**config.mk**
```make
export PLATFORM = sky130hd
export DESIGN_NAME = ptns_result_reg_flat
export DESIGN_NICKNAME = d
export VERILOG_FILES = /design/src/sv/ptns_pkg.sv /design/src/sv/ptns_out_if.sv /design/src/sv/ptns_result_reg.sv /design/src/flat_wrapper.sv
export SDC_FILE = /design/constraint.sdc
export NUM_CORES = 1
export LEC_CHECK = 0
export ABC_AREA = 1
export BUFFER_PORTS_ARGS = -buffer_cell sky130_fd_sc_hd__buf_2
export CAP_MARGIN = 15
export CORE_MARGIN = 8
export CORE_UTILIZATION = 35
export DETAILED_ROUTE_END_ITERATION = 8
export PLACE_DENSITY = 0.68
export SLEW_MARGIN = 30
export SYNTH_ARGS = -nofsm -noshare
export SYNTH_HDL_FRONTEND = slang
export SYNTH_SLANG_ARGS = --single-unit
```
**constraint.sdc**
```tcl
create_clock -name clk -period 2.1 [get_ports clk]
set_input_delay 0.105 -clock clk [delete_from_list [all_inputs] [get_ports clk]]
set_output_delay 0.105 -clock clk [all_outputs]
set_load 0.05 [all_outputs]
```
**src/sv/ptns_pkg.sv**
```systemverilog
`timescale 1ns / 1ps
// Package with the widths, types and helper functions of the planar turn neighbor select block.
package ptns_pkg;

	localparam int ID_BITS    = 16;
	localparam int COORD_BITS = 24;
	localparam int FRAC_BITS  = 8;
	localparam int DIFF_BITS  = COORD_BITS + 1;
	localparam int PROD_BITS  = 2 * DIFF_BITS;
	localparam int PERP_BITS  = PROD_BITS + 1;

	typedef logic signed [COORD_BITS-1:0] coord_t;
	typedef logic signed [DIFF_BITS-1:0]  diff_t;
	typedef logic signed [PROD_BITS-1:0]  prod_t;
	typedef logic signed [PERP_BITS-1:0]  perp_t;
	typedef logic        [ID_BITS-1:0]    id_t;

	// The unit step along negative y, used as the incoming direction without a previous vertex.
	localparam diff_t NO_PREV_DIR_Y = -diff_t'(1 << FRAC_BITS);

	typedef struct packed {
		coord_t cur_x;
		coord_t cur_y;
		coord_t prev_x;
		coord_t prev_y;
		logic   has_prev;
		id_t    prev_id;
		logic   nbr_present;
		id_t    nbr_id;
		coord_t nbr_x;
		coord_t nbr_y;
		logic   want_ccw;
		logic   last_nbr;
	} in_word_t;

	typedef struct packed {
		logic found;
		id_t  chosen_id;
	} out_word_t;

	typedef struct packed {
		logic  have;
		id_t   id;
		diff_t dx;
		diff_t dy;
		logic  convex;
	} cand_t;

	function automatic diff_t coord_diff(input coord_t a, input coord_t b);
		diff_t wa;
		diff_t wb;
		wa = {a[COORD_BITS-1], a};
		wb = {b[COORD_BITS-1], b};
		return wa - wb;
	endfunction

endpackage

```
**src/sv/ptns_out_if.sv**
```systemverilog
`timescale 1ns / 1ps
// Interface for the result channel with its handshake and payload.
interface ptns_out_if;
	logic          valid;
	logic          ready;
	logic          found;
	ptns_pkg::id_t chosen_id;

	modport source(output valid, found, chosen_id, input ready);
	modport sink(input valid, found, chosen_id, output ready);
endinterface

```
**src/sv/ptns_result_reg.sv**
```systemverilog
`timescale 1ns / 1ps
// Output register that holds one result word until the sink takes it.
module ptns_result_reg (
	input  logic                clk,
	input  logic                arst_n,
	input  logic                load,
	input  ptns_pkg::out_word_t word,
	output logic                free,
	ptns_out_if.source          res_out
);

	logic                valid_q;
	ptns_pkg::out_word_t word_q;

	assign free = !valid_q || res_out.ready;

	always_ff @(posedge clk or negedge arst_n) begin
		if (!arst_n) begin
			valid_q <= 1'b0;
		end else if (free) begin
			valid_q <= load;
		end
	end

	always_ff @(posedge clk) begin
		if (free && load) begin
			word_q <= word;
		end
	end

	assign res_out.valid     = valid_q;
	assign res_out.found     = word_q.found;
	assign res_out.chosen_id = word_q.chosen_id;

endmodule

```
**src/flat_wrapper.sv**
```systemverilog
// flat-port wrapper written by rule: the top's interface ports become plain ports
module ptns_result_reg_flat 
  (clk, arst_n, load, word, free, res_out_valid, res_out_found, res_out_chosen_id, res_out_ready);
  ptns_out_if res_out_i ();
  input  logic clk;
  input  logic arst_n;
  input  logic load;
  input  ptns_pkg::out_word_t word;
  output logic free;
  output wire logic [$bits(res_out_i.valid)-1:0] res_out_valid;
  output wire logic [$bits(res_out_i.found)-1:0] res_out_found;
  output wire logic [$bits(res_out_i.chosen_id)-1:0] res_out_chosen_id;
  input wire logic [$bits(res_out_i.ready)-1:0] res_out_ready;
  assign res_out_valid = res_out_i.valid;
  assign res_out_found = res_out_i.found;
  assign res_out_chosen_id = res_out_i.chosen_id;
  assign res_out_i.ready = res_out_ready;
  ptns_result_reg u_core (.clk(clk), .arst_n(arst_n), .load(load), .word(word), .free(free), .res_out(res_out_i));
endmodule
```
==> flow_summary.yaml <==
grt:
  grt_pass1_vias: 517
  antenna_found_initial: 0
  gr-total-overflow: 0
  grt_pass1_wl_um: 2250
  grt_max_degree: 18
  gr-usage-all-layers_pct: 8.88
power:
  peakVddDrop_uv: 460
  powerDensity_mw_per_mm2: 744
  p_leak_nw: 0.438
cts:
  cts_buffers: 3
  htree_num_levels: 1
  cts_num_sinks: 18
  clk_latency_ns: 0.27
  clockBufferDepth: 2
  path_clk_slew_ns: 0.09
  postCtsSetupBuffers: 0
  root_buffer: "clkbuf_4"
  cts_tree: "yes"
  ctsResizeCount: 0
synth:
  synth_commonest_cells: "edfxtp_1 (17), inv_1 (2), nand2_1 (2)"
  yosysTopAreaCell: "edfxtp_1"
  synth.distinct_cells: 5
  yosys.area.top_type_share_pct: 91.9
  synth_fa_ha_area_share_pct: 0
  yosysWarnings: 0
  synth.area.top_cells: "edfxtp_1 (92%), dfrtp_1 (4.5%), inv_1 (1.4%), nand2_1 (1.4%), a21oi_1 (0.90%)"
  syn_nets: 44
  synthFlopType: "edfxtp_1"
  synth.area.mux_share_pct: 0
  synth_xor_area_share_pct: 0
  seq_area_frac_synth_pct: 96.4
  synth_top_family_by_area: "buffers and inverters"
  syn_area_um2: 556
  synth_cells: 23
  synthArstFlopShare_pct: 5.56
  synth-simple-area-share_pct: 1.35
  synth_edf_count: 17
  ys_ff_latch: 18
  synth-compound-area-share_pct: 0.901
  synth_area_per_cell_um2: 24.2
  yosysMostFrequentCell: "edfxtp_1"
critical_path:
  cpMaxStageDelayCell: "dfrtp_1"
  cp-end-kind: "output pin"
  crit_path_start_kind: "flip-flop"
  critical_path_class: "reg -> out"
  cp_max_fo: 3
  arrival_ns: 1.03
  cp_cell_sequence: "nand2_1, buf_2"
  required_ns: 2.00
  slowest_delay_ns: 0.40
finish:
  antenna_cells: 0
  nNetsFinal: 107
  final_core_util_pct: 65.4
  area_growth_pct: 77.3
  drive_gt1_share_pct: 50.6
timing:
  maxSlewHeadroom_pct: 82.7
  worst_pin_slew_ns: 0.261
  setup_viol_count_final: 0
  rsz0062_at_grt: "no"
  drv_slew: 0
  fin_crit_ns: 1.14
  hold_viol: 0
  fin_ws_ns: 0.964
  fin_tns_setup_ns: 0
  fin_crit_sh_pct: 54.1
  whs_ns: 0.0206
  max_freq_mhz: 880
  fin_skew_ns: 0.00159
floorplan:
  design.core.area_mm2: 0.00151
  io_pins: 40
  die_h_um: 55.8
  die_area_mm2: 0.00312
  die_x_um: 55.8
  initial_core_util_pct: 36.9
  rows: 14
place:
  gp_congestion: 0.604
  port_buffers: 39
  dp_slack_ns: 1.00
routing:
  ant_nets: 0
  top_layer_used: "met3"
  viasPerCell: 4.20
  drc: 0
  met2_wirelength_um: 732
  vias: 424
  drt-met1-wl_um: 449
  firstDrtPassIters: 2
  routedWlPerCell_um: 13.2
  drt_wl_total_um: 1330
  drt_iter0_drc: 2
  met3_length_um: 149
flow_run:
  cap_violations: 0
run_status:
  status: "finished, final reports clean"
min_path:
  hold_class: "in -> reg"
cells by family after synthesis:
| logic type | Yosys count |
|---|---|
| and+or+nand+nor | 2 |
| AOI/OAI and AO/OA | 1 |
| buffers and inverters | 2 |
| DFF | 18 |
path summary, 6_finish.rpt:
path / from / endpoint / slack (ns) / depth (start not counted)
worst max-delay path: u_core.res_out.valid$_DFFE_PN0P_ / free / 0.96 / 2
worst min-delay path: load / u_core.res_out.valid$_DFFE_PN0P_ / 0.02 / 3
worst max register to register: u_core.res_out.valid$_DFFE_PN0P_ / u_core.res_out.chosen_id[12]$_DFFE_PP_ / 1.00 / 2
worst min register to register: u_core.res_out.valid$_DFFE_PN0P_ / u_core.res_out.valid$_DFFE_PN0P_ / 0.53 / 2
max in group asynchronous: arst_n / u_core.res_out.valid$_DFFE_PN0P_ / 1.89 / 2
min in group asynchronous: arst_n / u_core.res_out.valid$_DFFE_PN0P_ / 0.13 / 2
flip-flops by register name (all words and copies together) (netlist names):
register                  count
u_core.res_out.found          1
u_core.res_out.chosen_id     16
u_core.res_out.valid          1
timing repair:
item | in CTS | in global routing
hold buffers | 17 | 1
setup endpoints to repair | 0 | 0
hold endpoints to repair | 17 | 1
routing by layer:
| metal | vias up | global-route usage (%) |
|---|---|---|
| met5 | - | 0 |
| met4 | 0 | 4.12 |
| met3 | 0 | 4.79 |
| met2 | 20 | 16.3 |
| met1 | 192 | 7.54 |
| li1 | 212 | - |
worst max-delay path, delay by kind of cell, from the launching register on:
kind | cells | cell delay (ns)
buffers and inverters | 1 | 0.26
flip-flops | 1 | 0.40
AND/OR/NAND/NOR | 1 | 0.09
area by class of cell:
| cell class | count | area (µm²) |
|---|---|---|
| sequential | 18 | 536 |
| fill | 112 | 522 |
| timing repair buffer | 58 | 383 |
| clock buffer | 4 | 26.3 |
| tap | 16 | 20.0 |
| multi-input combinational | 3 | 12.5 |
| inverter | 2 | 7.51 |
report_power, final:
group	total (mW)	internal, mW	switching, mW
Sequential	0.420	0.416	0.00451
Clock	0.164	0.0735	0.0905
Combinational	0.148	0.0505	0.0974
Total	0.732	0.540	0.192
through the flow:
step / cell area [µm²] / total power, mW / cells
after CTS: 975 / 0.743 / 100
after detailed placement: 778 / 0.552 / 79
after global placement: 778 / 0.550 / 79
after global routing: 985 / 0.769 / 101
after floorplan: 556 / 0.511 / 23
final: 985 / 0.732 / 101
placed cells by master, fill, tap and decap left out:
cell type,instances
a21oi_1,1
buf_2,39
buf_4,1
clkbuf_1,1
clkbuf_4,3
dfrtp_1,1
dlygate4sd3_1,18
edfxtp_1,17
inv_1,2
nand2_1,2
(Power assumes the default switching activity.)
